File: src/sv/sc_pkg.sv
// Shared constants, types and codes of the sigma-clipped mean block.
`timescale 1ns / 1ps
package sc_pkg;

    localparam int MAX_SAMPLES = 64;
    localparam int IDX_W       = $clog2(MAX_SAMPLES);
    localparam int CNT_W       = $clog2(MAX_SAMPLES + 1);
    localparam int OFS_W       = 24;
    localparam int RF_W        = 12;
    localparam int PASS_W      = 3;
    localparam int WIDE_W      = 64;
    localparam int STEP_W      = 7;

    localparam logic [PASS_W-1:0] PASSES_MAX = 3'd4;
    localparam logic [RF_W-1:0]   RF_RESET   = 12'd512;
    localparam logic [PASS_W-1:0] PASS_RESET = 3'd2;

    localparam logic CFG_REJECT_FACTOR = 1'b0;
    localparam logic CFG_PASSES        = 1'b1;

    typedef enum logic [1:0] {
        OP_MUL,
        OP_DIV,
        OP_SQRT
    } sc_op_t;

    typedef struct packed {
        logic   start;
        sc_op_t op;
    } sc_req_t;

    typedef enum logic {
        RET_CLIP,
        RET_FINAL
    } sc_ret_t;

    typedef enum logic {
        GATHER_FIRST,
        GATHER_SECOND
    } sc_gather_t;

    typedef enum logic [4:0] {
        S_LOAD,
        S_PASS,
        S_GADDR,
        S_GREAD,
        S_GACC,
        S_GEND,
        S_DMUL1,
        S_DMUL1W,
        S_DMUL2,
        S_DMUL2W,
        S_DCHK,
        S_DDIVW,
        S_DSQRT,
        S_DSQRTW,
        S_DEND,
        S_LIM1,
        S_LIM2,
        S_RADDR,
        S_RREAD,
        S_RCMP,
        S_MEAN,
        S_MEANW,
        S_PEND,
        S_OUTW
    } sc_state_t;

endpackage

File: src/sv/sc_mdu.sv
// Shared iterative multiply, divide and square-root unit, one step per cycle.
`timescale 1ns / 1ps
module sc_mdu (
    input  logic                         clk,
    input  logic                         rst_n,
    input  sc_pkg::sc_req_t              req,
    input  logic [sc_pkg::WIDE_W-1:0]    a,
    input  logic [sc_pkg::WIDE_W-1:0]    b,
    output logic                         done,
    output logic [sc_pkg::WIDE_W-1:0]    res
);
    import sc_pkg::*;

    logic               busy_reg, busy_next;
    logic               done_reg, done_next;
    sc_op_t             op_reg, op_next;
    logic [STEP_W-1:0]  steps_reg, steps_next;
    logic [WIDE_W-1:0]  p_reg, p_next;
    logic [WIDE_W-1:0]  q_reg, q_next;
    logic [WIDE_W-1:0]  d_reg, d_next;
    logic [WIDE_W:0]    trial;
    logic [WIDE_W:0]    rb;

    always_ff @(posedge clk or negedge rst_n)
    begin
        if (!rst_n)
        begin
            busy_reg  <= 1'b0;
            done_reg  <= 1'b0;
            steps_reg <= '0;
            op_reg    <= OP_MUL;
        end
        else
        begin
            busy_reg  <= busy_next;
            done_reg  <= done_next;
            steps_reg <= steps_next;
            op_reg    <= op_next;
        end
    end

    always_ff @(posedge clk)
    begin
        p_reg <= p_next;
        q_reg <= q_next;
        d_reg <= d_next;
    end

    always_comb
    begin
        busy_next  = busy_reg;
        done_next  = 1'b0;
        steps_next = steps_reg;
        op_next    = op_reg;
        p_next     = p_reg;
        q_next     = q_reg;
        d_next     = d_reg;
        trial      = {p_reg, q_reg[WIDE_W-1]};
        rb         = {1'b0, q_reg} + {1'b0, d_reg};
        if (req.start)
        begin
            busy_next = 1'b1;
            op_next   = req.op;
            unique case (req.op)
                OP_MUL:
                begin
                    p_next     = '0;
                    q_next     = a;
                    d_next     = b;
                    steps_next = STEP_W'(WIDE_W);
                end
                OP_DIV:
                begin
                    p_next     = '0;
                    q_next     = a;
                    d_next     = b;
                    steps_next = STEP_W'(WIDE_W);
                end
                OP_SQRT:
                begin
                    p_next     = a;
                    q_next     = '0;
                    d_next     = {2'b01, {(WIDE_W-2){1'b0}}};
                    steps_next = STEP_W'(WIDE_W / 2);
                end
                default:
                begin
                    busy_next = 1'b0;
                end
            endcase
        end
        else if (busy_reg)
        begin
            unique case (op_reg)
                OP_MUL:
                begin
                    if (d_reg[0])
                        p_next = p_reg + q_reg;
                    q_next = {q_reg[WIDE_W-2:0], 1'b0};
                    d_next = {1'b0, d_reg[WIDE_W-1:1]};
                end
                OP_DIV:
                begin
                    if (trial >= {1'b0, d_reg})
                    begin
                        p_next = WIDE_W'(trial - {1'b0, d_reg});
                        q_next = {q_reg[WIDE_W-2:0], 1'b1};
                    end
                    else
                    begin
                        p_next = trial[WIDE_W-1:0];
                        q_next = {q_reg[WIDE_W-2:0], 1'b0};
                    end
                end
                OP_SQRT:
                begin
                    if ({1'b0, p_reg} >= rb)
                    begin
                        p_next = WIDE_W'({1'b0, p_reg} - rb);
                        q_next = {1'b0, q_reg[WIDE_W-1:1]} + d_reg;
                    end
                    else
                    begin
                        q_next = {1'b0, q_reg[WIDE_W-1:1]};
                    end
                    d_next = {2'b00, d_reg[WIDE_W-1:2]};
                end
                default:
                begin
                    busy_next = 1'b0;
                end
            endcase
            steps_next = steps_reg - 1'b1;
            if (steps_reg == STEP_W'(1))
            begin
                busy_next = 1'b0;
                done_next = 1'b1;
            end
        end
    end

    assign done = done_reg;
    assign res  = (op_reg == OP_MUL) ? p_reg : q_reg;

endmodule

File: config.mk
export PLATFORM = sky130hd
export DESIGN_NAME = sc_mdu
export DESIGN_NICKNAME = d
export VERILOG_FILES = /design/src/sv/sc_pkg.sv /design/src/sv/sc_mdu.sv
export SDC_FILE = /design/constraint.sdc
export NUM_CORES = 1
export LEC_CHECK = 0
export ABC_AREA = 0
export BUFFER_PORTS_ARGS = -buffer_cell sky130_fd_sc_hd__buf_2
export CAP_MARGIN = 20
export CORE_MARGIN = 8
export CORE_UTILIZATION = 64
export CTS_CLUSTER_DIAMETER = 40
export CTS_CLUSTER_SIZE = 14
export DETAILED_ROUTE_END_ITERATION = 16
export PLACE_DENSITY = 0.84
export SYNTH_ARGS = -nofsm -noshare
export SYNTH_HDL_FRONTEND = slang
export SYNTH_SLANG_ARGS = --single-unit
File: constraint.sdc
create_clock -name clk -period 13.28 [get_ports clk]
set_clock_uncertainty 0.2 [all_clocks]
set_input_delay 3.984 -clock clk [delete_from_list [all_inputs] [get_ports clk]]
set_output_delay 3.984 -clock clk [all_outputs]
set_load 0.02 [all_outputs]
; After elaboration in Yosys (flattened, before gate mapping)
; Index checks and enable logic that the tools add are counted.
[op_classes]
n_addsub = 6
order_cmp = 2
n_eq_ne = 8
n_mux = 29
reduce_logical = 12
[op_table]
columns = operator, count
row1 = $mux 64, 11
row2 = $pmux 64 s2, 4
row3 = $pmux 64 s3, 2
row4 = $sub 64x64->64, 2
row5 = $add 64x64->65, 1
row6 = $ge 64x65->1, 1
row7 = $ge 65x64->1, 1
row8 = $add 63x64->64, 1
row9 = $add 64x64->64, 1
row10 = $mux 7, 2
row11 = $pmux 7 s2, 1
row12 = $mux 1, 9
row13 = $eq 7x1->1 const B, 1
row14 = $sub 7x1->7 const B, 1
row15 = $ne 3x3->1 const B, 2
row16 = $reduce_and 3->1, 2
row17 = $reduce_or 3->1, 2
row18 = $reduce_and 5->1, 1
row19 = $eq 2x1->1 const B, 2
row20 = $eq 2x2->1 const B, 2
row21 = $logic_not 2->1, 2
row22 = $reduce_bool 4->1, 1
row23 = $ne 3x2->1 const B, 1
row24 = $reduce_bool 3->1, 1
row25 = other kinds (3), 3
[totals]
ff_bits = 203
inputBits = 133
elab_cells = 64

; Longest topological paths before layout
; Gate-level depths: netlist of run 1.
[depth]
depth_word = 6
depth_mapped = 29

; Worst setup path after synthesis of run 1
; No wires, ideal clock.
[synth_path]
path_kind = input -> register
start = input req[2] in the netlist's numbering
end = register p_reg[0], enable pin
arrival_time_ps = 12336
setup_slack_ps = 160
stages = 6
path_buffers = 1
cell_sequence = clkbuf_1 -> inv_2 -> a21oi_1 -> nor2_1 -> nor2_1 -> a21boi_0
[synth_between]
elab_chain_len = 2
word_cells_on_any_way = 6
cone_classes = 3 x eq/ne / 3 x reduce/logical
[synth_lines]
columns = element, line
row1 = from (decl), sc_mdu.sv:6  ; input sc_pkg::sc_req_t req,
row2 = $ne 3x3->1 (no source line) (tied with other cells), n/a
row3 = $reduce_and 5->1 (no source line) *, n/a
row4 = to (signal assigned), sc_mdu.sv:44  ; p_reg <= p_next;
row5 = to (decl), sc_mdu.sv:18  ; logic [WIDE_W-1:0] p_reg, p_next;
; Mark *: on every way between the ends. The rest lies on a longest branch, timed or not.
; A chain may end at the register's enable or synchronous reset.

; Worst setup path after layout of run 1
[layout_path]
start = register q_reg[2]
end = register p_reg[63], data pin
[layout_between]
elab_chain_len = 6
word_cells_on_any_way = 8
cone_classes = 3 x add/sub / 5 x mux
[layout_lines]
columns = element, line
row1 = from (decl), sc_mdu.sv:19  ; logic [WIDE_W-1:0] q_reg, q_next;
row2 = from (signal assigned), sc_mdu.sv:45  ; q_reg <= q_next;
row3 = $add 64x64->65, sc_mdu.sv:59  ; rb = {1'b0, q_reg} + {1'b0, d_reg};
row4 = $sub 64x64->64, sc_mdu.sv:119  ; p_next = WIDE_W'({1'b0, p_reg} - rb);
row5 = $mux 64, sc_mdu.sv:117  ; if ({1'b0, p_reg} >= rb)
row6 = $pmux 64 s3 *, sc_mdu.sv:94  ; unique case (op_reg)
row7 = $mux 64 *, sc_mdu.sv:92  ; else if (busy_reg)
row8 = $mux 64 *, sc_mdu.sv:60  ; if (req.start)
row9 = named net p_next[63], sc_mdu.sv:18
; The timed path passes the listed nets; every way through them passes the cells marked *. The select of a mux whose other input is x is not followed.

==> summary.md, run 1 <==
| Metric | Value |
|---|---|
| Worst-path maximum fanout | 10 |
| Hold/Removal Path Class | flip-flop to flip-flop |
| Hold buffers post-CTS | 0 |
| Number of enable flip-flop cells after synthesis | 192 |
| P&R area growth vs syn | 10.06% |
| Yosys Warn Count | 0 |
| Final nets | 4222 |
| Max-cap violation count | 0 |
| Share of the yosys chip area belonging to registers | 20.64% |
| Power per cell area | 213.9 nW/um^2 |
| Relative max-transition margin | 24.93% |
| Post-route fraction of the period consumed by the critical path | 69.37% |
| Antenna violations before repair | 1 |
| Startpoint types | flip-flop |
| Top cells by area in the synthesized netlist | sky130_fd_sc_hd__edfxtp_1 20%, sky130_fd_sc_hd__ha_1 14%, sky130_fd_sc_hd__o21ai_0 6.8% |
| Final standard cell area without fillers | 32210 um^2 |
| Drt first pass iters | 6 |
| Unique cell type count in the Yosys netlist | 93 |
| Most instantiated flip-flop cell in the synthesis netlist | sky130_fd_sc_hd__edfxtp_1 |
| Reported leakage power | 0.01370 uW |
| Largest net degree at the start of global routing | 142 |
| Area share of the largest cell type after synthesis | 19.70% |
| Residual DRC | 0 |
| Iteration-0 DRC count of the detailed router | 4078 |
| Max Clk Rate | 108.6 MHz |
| Count of buffers from port buffering | 197 |
| TritonCTS clock tree | built |
| Fraction of final layout cells with drive strength greater than 1 | 11.06% |
| CTS Root Cell | sky130_fd_sc_hd__clkbuf_16 |
| Dpl ws | 4.482 ns |
| Aggregate global routing overflow | 0 |
| Final min period | 9.212 ns |
| Setup_tns | 0 ns |
| Total power | 6892 uW |
| Most frequently used cell type in the post-synthesis netlist | sky130_fd_sc_hd__o21ai_0 |
| Total number of H-tree levels | 2 |
| Kind of end point of the critical path | flip-flop |
| Global-route wire length before repair | 170600 um |
| Number of top-level pins | 198 |
| Area leader, netlist | sky130_fd_sc_hd__edfxtp_1 |
| Mean number of vias per cell | 7.093 |
| Die span in x | 229.9 um |
| Post-synthesis average cell area | 7.919 um^2 |
| Vertical extent of the die | 229.9 um |
| CP Data Required Time | 13.41 ns |
| Synthesized net count | 4158 |
| Starting density of the core | 64.63% |
| Arrival time of the worst setup path | 9.34 ns |
| Mean routed wirelength per cell | 25.67 um |
| Gate count of the mapped netlist | 3696 |
| Last weighted congestion value of the routability-driven placer | 1.081 |
| Insertion delay of the later-clocked pin in the worst-skew pair | 0.59 ns |
| Total via count after detailed routing | 31.21k |
| Final Routed Wirelength | 112900 um |
| Max-slew violation count | 0 |
| Most numerous cell types in the synthesized netlist | 398 x sky130_fd_sc_hd__o21ai_0, 368 x sky130_fd_sc_hd__nand2_1, 351 x sky130_fd_sc_hd__a21oi_1 |
| Total routing usage reported by global routing | 40.22% |
| Number of setup violations in the final report | 0 |
| CORE AREA | 45280 um^2 |
| Worst VDD drop | 160.1 uV |
| Number of global-route vias before repair | 29.15k |
| Clock-pin slew on the worst setup and hold paths | 0.05 ns |
| Overall die area | 52830 um^2 |
| HPWL after detailed placement | 85130 um |
| Post-cts gate resize count | 0 |
| Core Rows | 78 |
| Unrepaired setup endpoints after global routing | false |
| Worst-Margin Slew | 1.126 ns |
| Number of endpoints with negative hold slack in the final report | 0 |
| TritonCTS Buffers | 47 |
| Kind of critical path | flip-flop to flip-flop |
| Count of antenna-violating nets left after detailed routing | 0 |
| Flip-flop and latch count after synthesis | 203 |
| Longest Clk Path Bufs | 3 |
| Cell area after synthesis | 29270 um^2 |
| Number of sinks on the clock net | 203 |
| Run status | completed |
| Post CTS Setup Buffer Count | 0 |
| Share of synthesized registers carrying an async set or reset | 5.419% |
| Placed cell area | 30540 um^2 |
| Worst Slack Setup Final | 4.068 ns |
## layer usage
layer,vias up,track usage [%],share of wire [%]
met4,2,22.09,6.3
met3,436,9.567,12
met1,14460,52.39,39
met2,2276,60.84,42
li1,14030,-,-
met5,-,0,0.011
## cells in the final DEF, fill, tap and decap left out, types with 14 or more instances in the layout
cell                        count
sky130_fd_sc_hd__a211oi_1      24
sky130_fd_sc_hd__a21o_1       170
sky130_fd_sc_hd__a21oi_1      348
sky130_fd_sc_hd__a222oi_1      14
sky130_fd_sc_hd__a22oi_1       78
sky130_fd_sc_hd__a31oi_1       40
sky130_fd_sc_hd__and3_1        28
sky130_fd_sc_hd__buf_2        196
sky130_fd_sc_hd__buf_4         28
sky130_fd_sc_hd__clkbuf_16     47
sky130_fd_sc_hd__edfxtp_1     192
sky130_fd_sc_hd__ha_1         323
sky130_fd_sc_hd__inv_1        137
sky130_fd_sc_hd__mux2_2        68
sky130_fd_sc_hd__mux2i_1      116
sky130_fd_sc_hd__nand2_1      368
sky130_fd_sc_hd__nand2b_1      29
sky130_fd_sc_hd__nand3_1       61
sky130_fd_sc_hd__nand4_1       84
sky130_fd_sc_hd__nor2_1       194
sky130_fd_sc_hd__nor2b_1       38
sky130_fd_sc_hd__nor3_1        56
sky130_fd_sc_hd__nor4_1        22
sky130_fd_sc_hd__o211ai_1      25
sky130_fd_sc_hd__o21a_1        37
sky130_fd_sc_hd__o21ai_0      398
sky130_fd_sc_hd__o21bai_1      55
sky130_fd_sc_hd__o221ai_1      14
sky130_fd_sc_hd__o31ai_1       20
sky130_fd_sc_hd__or3_1         20
sky130_fd_sc_hd__xnor2_1      175
sky130_fd_sc_hd__xor2_1       124
## critical path, stage by stage, from the launching register on
cell and delay [ns]:
sky130_fd_sc_hd__edfxtp_1 0.58, sky130_fd_sc_hd__ha_1 0.43, sky130_fd_sc_hd__o21ai_0 0.11, sky130_fd_sc_hd__o21ai_0 0.19, sky130_fd_sc_hd__a21oi_1 0.17, sky130_fd_sc_hd__o21ai_0 0.52
sky130_fd_sc_hd__a41oi_1 0.35, sky130_fd_sc_hd__o21ai_0 0.78, sky130_fd_sc_hd__a41oi_1 0.46, sky130_fd_sc_hd__o31ai_1 0.51, sky130_fd_sc_hd__a221oi_1 0.16, sky130_fd_sc_hd__xor2_1 0.19
sky130_fd_sc_hd__nand2_1 0.09, sky130_fd_sc_hd__o21ai_0 0.13, sky130_fd_sc_hd__ha_1 0.44, sky130_fd_sc_hd__nand2_1 0.10, sky130_fd_sc_hd__o21ai_1 0.11, sky130_fd_sc_hd__nor3_1 0.29
sky130_fd_sc_hd__o21ai_0 0.21, sky130_fd_sc_hd__a2111oi_0 0.31, sky130_fd_sc_hd__or3b_1 0.29, sky130_fd_sc_hd__o21ai_1 0.17, sky130_fd_sc_hd__a31oi_1 0.63, sky130_fd_sc_hd__o311ai_1 0.30
sky130_fd_sc_hd__o41ai_1 0.50, sky130_fd_sc_hd__xor3_1 0.41, sky130_fd_sc_hd__a211o_1 0.32
## through the flow
| step | instances | hold WS [ns] | utilization [%] |
|---|---|---|---|
| after floorplan | 3696 | 0.3093 | - |
| after global placement | 4308 | 0.3360 | 67.42 |
| after detailed placement | 4309 | 0.3498 | 67.43 |
| after CTS | 4397 | 0.3828 | 71.02 |
| after global routing | 4399 | 0.4008 | 71.13 |
| final | 4400 | 0.3897 | 71.13 |
## cells by family (layout without fill, tap and decap cells)
family | after synthesis | in the layout | synth area share, %
buf+inv | 350 | 453 | 4.557
mux | 184 | 184 | 6.583
flops | 203 | 203 | 20.64
other cells | 0 | 1 | 0
xor+xnor | 300 | 300 | 9.029
simple gates | 978 | 978 | 16.21
compound gates | 1352 | 1352 | 28.81
fa+ha+maj | 329 | 329 | 14.17
## worst paths after layout
check | start | to | slack (ns) | cells past startpoint
max reg2reg | q_reg[2] | p_reg[63] | 4.07 | 26
min in group asynchronous | rst_n | done | 3.06 | 1
min reg2reg | steps_reg[3] | steps_reg[3] | 0.39 | 2
max in group asynchronous | rst_n | steps_reg[1] | 9.61 | 1
min | steps_reg[3] | steps_reg[3] | 0.39 | 2
max | q_reg[2] | p_reg[63] | 4.07 | 26
## power breakdown
part           switching, uW  internal (uW)  total [uW]
Combinational           2750           1720        4460
Clock                    416            807        1220
Sequential               301            904        1200
## layout make-up
type | count | area, um^2
inverter | 138 | 518.0
fill | 3747 | 13070
sequential | 203 | 6041
multi-input combinational | 3143 | 22020
clock inverter | 35 | 426.7
tap | 600 | 750.7
timing repair buffer | 227 | 1259
antenna | 1 | 2.502
clock buffer | 53 | 1199
Note: power is estimated with default switching activity, not from simulation.
==> run 2: changes to the inputs <==
==> constraint.sdc (replaced) <==
create_clock -name clk -period 9.5 [get_ports clk]
set_clock_uncertainty 0.2 [all_clocks]
set_input_delay 2.85 -clock clk [delete_from_list [all_inputs] [get_ports clk]]
set_output_delay 2.85 -clock clk [all_outputs]
set_load 0.02 [all_outputs]
==> summary.md, run 2 (synthesis results as in run 1) <==
| Metric | Value |
|---|---|
| Total via count after detailed routing | 31.00k (-0.66%) |
| Startpoint types | flip-flop |
| Arrival time of the worst setup path | 8.44 ns (-0.90 ns) |
| Total number of H-tree levels | 2 (unchanged) |
| Kind of critical path | flip-flop to flip-flop |
| Setup_tns | 0 ns (unchanged) |
| Mean routed wirelength per cell | 25.34 um (-1.3%) |
| Number of sinks on the clock net | 203 (unchanged) |
| Aggregate global routing overflow | 0 (unchanged) |
| Power per cell area | 297.2 nW/um^2 (+39%) |
| Number of endpoints with negative hold slack in the final report | 0 (unchanged) |
| Max-cap violation count | 0 (unchanged) |
| Count of buffers from port buffering | 197 (unchanged) |
| WP depth | 26 (unchanged) |
| Max Clk Rate | 121.1 MHz (+12%) |
| Count of inserted antenna diode cells | 0 (-1) |
| Relative max-transition margin | 25.72% (+0.80 points) |
| Last weighted congestion value of the routability-driven placer | 1.041 (-3.6%) |
| Hold buffers post-CTS | 0 (unchanged) |
| Worst Slack Setup Final | 1.243 ns (-2.825 ns) |
| Run status | completed |
| Global-route wire length before repair | 169800 um (-0.47%) |
| Endpoint with the worst hold slack | steps_reg[1] |
| Overall die area | 52830 um^2 (unchanged) |
| Kind of end point of the critical path | flip-flop |
| Clock-pin slew on the worst setup and hold paths | 0.05 ns (about the same) |
| Portion of total power attributed to the clock network | 17.7% (about the same) |
| Share of total power in sequential cells | 17.5% (about the same) |
| Slowest stage delay, CP | 0.60 ns (-0.18 ns) |
| Largest net degree at the start of global routing | 72 (-49%) |
| Count of antenna-violating nets left after detailed routing | 0 (unchanged) |
| Die span in x | 229.9 um (unchanged) |
| Starting density of the core | 64.63% (unchanged) |
| Post-route fraction of the period consumed by the critical path | 86.92% (+18 points) |
| Combinational Power Share | 64.7% (about the same) |
| Unrepaired setup endpoints after global routing | false |
| Count of buffering cells on the critical path with inverters included | 1 (+1) |
| Drt first pass iters | 7 (+1) |
| R2r startpoint | q_reg[2] |
| Residual DRC | 0 (unchanged) |
| Insertion delay of the later-clocked pin in the worst-skew pair | 0.63 ns (+0.04 ns) |
| Startpoint of the tightest hold check path | steps_reg[1] |
| Iteration-0 DRC count of the detailed router | 4212 (+3.3%) |
| Post-cts gate resize count | 0 (unchanged) |
| Vertical extent of the die | 229.9 um (unchanged) |
| Switching component of the power | 4841 uW (+40%) |
| Cell internal pwr | 4732 uW (+38%) |
| CTS Root Cell | sky130_fd_sc_hd__clkbuf_16 |
| Number of global-route vias before repair | 28.99k (-0.52%) |
| Max-slew violation count | 0 (unchanged) |
| Longest Clk Path Bufs | 3 (unchanged) |
| Hold/Removal Path Class | flip-flop to flip-flop |
| Path depth of the worst reg2reg path | 26 (unchanged) |
| Total routing usage reported by global routing | 40.17% (-0.044 points) |
| Most common cell after layout, fill and taps aside | sky130_fd_sc_hd__o21ai_0 |
| P&R area growth vs syn | 10.06% (unchanged) |
| Reported leakage power | 0.01371 uW (about the same) |
| Worst VDD drop | 201.6 uV (+26%) |
| Total area of multi-input combinational cells | 22020 um^2 (unchanged) |
| Worst-Margin Slew | 1.114 ns (-0.01196 ns) |
| Final nets | 4229 (+0.17%) |
| Mean number of vias per cell | 7.034 (-0.82%) |
| Fraction of final layout cells with drive strength greater than 1 | 11.11% (+0.056 points) |
| Placed cell area | 30570 um^2 (+0.11%) |
| HPWL after detailed placement | 85240 um (+0.13%) |
| TritonCTS Buffers | 49 (+4.3%) |
| Core Rows | 78 (unchanged) |
| Switching part of the total power | 50.57% (+0.31 points) |
| Dpl ws | 1.469 ns (-3.013 ns) |
| Cell with the largest stage delay on the worst path | sky130_fd_sc_hd__a311oi_2 |
| Worst-path maximum fanout | 10 (unchanged) |
| CORE AREA | 45280 um^2 (unchanged) |
| Reg2Reg Setup Slack | 1.24 ns (-2.83 ns) |
| TritonCTS clock tree | built |
| Final standard cell area without fillers | 32210 um^2 (unchanged) |
| Final min period | 8.257 ns (-0.9547 ns) |
| Final Routed Wirelength | 111700 um (-1.1%) |
| Post CTS Setup Buffer Count | 0 (unchanged) |
| Post-route core utilization | 71.13% (unchanged) |
| Total of fill cells in the finished design | 3812 (+1.7%) |
| Antenna violations before repair | 1 (unchanged) |
| Family with the most delay on the worst path | compound AO/OA/AOI/OAI gates |
| WHS Path Cells | 2 (unchanged) |
| Number of setup violations in the final report | 0 (unchanged) |
| CP Data Required Time | 9.68 ns (-3.73 ns) |
| Most numerous cell on the critical path | sky130_fd_sc_hd__o21ai_0 |
| FF-to-FF End | p_reg[63] |
| Number of top-level pins | 198 (unchanged) |
| FF/Latch Area | 6041 um^2 (unchanged) |
| Total power | 9572 uW (+39%) |
| Commonest cells after routing, fill and taps aside | 398 x sky130_fd_sc_hd__o21ai_0, 368 x sky130_fd_sc_hd__nand2_1, 348 x sky130_fd_sc_hd__a21oi_1 |
## run 2: changes by cell type in the layout (fill, tap and decap cells not counted), moves of 4 or more
cell,before,now
sky130_fd_sc_hd__bufinv_16,8,4
sky130_fd_sc_hd__clkinv_1,2,7
sky130_fd_sc_hd__clkinv_2,8,3
sky130_fd_sc_hd__buf_4,28,35
## run 2: how the worst max path moves through the flow
stage	start	slack [ns]	endpoint
3_3_place_gp	q_reg[2]	1.55	p_reg[63]
6_report	q_reg[2]	1.24	p_reg[63]
4_1_cts	q_reg[2]	1.40	p_reg[63]
2_1_floorplan	q_reg[1]	0.63	p_reg[0]
5_1_grt	q_reg[2]	0.62	p_reg[63]
3_5_place_dp	q_reg[2]	1.47	p_reg[63]
## run 2: area by class of cell
class | instances | area share [%]
clock buffer | 56 | 3.919
clock inverter | 35 | 1.165
inverter | 138 | 1.608
multi-input combinational | 3143 | 68.35
sequential | 203 | 18.75
tap | 600 | 2.331
timing repair buffer | 232 | 3.876
## run 2: metrics by stage
stage               cells  hold slack, ns
finish               4407          0.3573
global route         4407          0.3912
CTS                  4406          0.3613
detailed placement   4315          0.3518
global placement     4315          0.3336
floorplan            3696          0.3093
## run 2: worst reg2reg max path: stages, from the launching register on
cell	delay, ns
sky130_fd_sc_hd__edfxtp_1	0.58
sky130_fd_sc_hd__ha_1	0.43
sky130_fd_sc_hd__nor2b_1	0.16
sky130_fd_sc_hd__o31a_1	0.27
sky130_fd_sc_hd__o41a_1	0.44
sky130_fd_sc_hd__a311oi_2	0.60
sky130_fd_sc_hd__o31a_1	0.29
sky130_fd_sc_hd__o311a_1	0.41
sky130_fd_sc_hd__nor3_1	0.14
sky130_fd_sc_hd__nor2_1	0.17
sky130_fd_sc_hd__o21ai_0	0.13
sky130_fd_sc_hd__xnor2_1	0.17
sky130_fd_sc_hd__mux2_2	0.28
sky130_fd_sc_hd__ha_1	0.36
sky130_fd_sc_hd__a21oi_1	0.24
sky130_fd_sc_hd__o21ai_0	0.21
sky130_fd_sc_hd__nor3_1	0.26
sky130_fd_sc_hd__o21ai_0	0.18
sky130_fd_sc_hd__a2111oi_0	0.30
sky130_fd_sc_hd__or3b_1	0.27
sky130_fd_sc_hd__o21ai_1	0.16
sky130_fd_sc_hd__a31oi_1	0.22
sky130_fd_sc_hd__buf_4	0.20
sky130_fd_sc_hd__o311ai_1	0.16
sky130_fd_sc_hd__o41ai_1	0.50
sky130_fd_sc_hd__xor3_1	0.40
sky130_fd_sc_hd__a211o_1	0.29
## run 2: routing by layer
metal | up-vias | routed length, um | GRT usage, %
met1 | 14390 | 44210 | 52.61
met2 | 2120 | 47710 | 61.05
met5 | - | 12 | 0
met4 | 2 | 7348 | 22.37
li1 | 14060 | - | -
met3 | 433 | 12380 | 8.569
## run 2: power groups by stage
stage / logic [uW] / registers [uW] / clock network [uW]
CTS: 6000 / 1650 / 1690
detailed placement: 5930 / 1670 / 0
global route: 6690 / 1680 / 1730
finish: 6200 / 1680 / 1700
floorplan: 4470 / 1470 / 0
global placement: 5890 / 1670 / 0
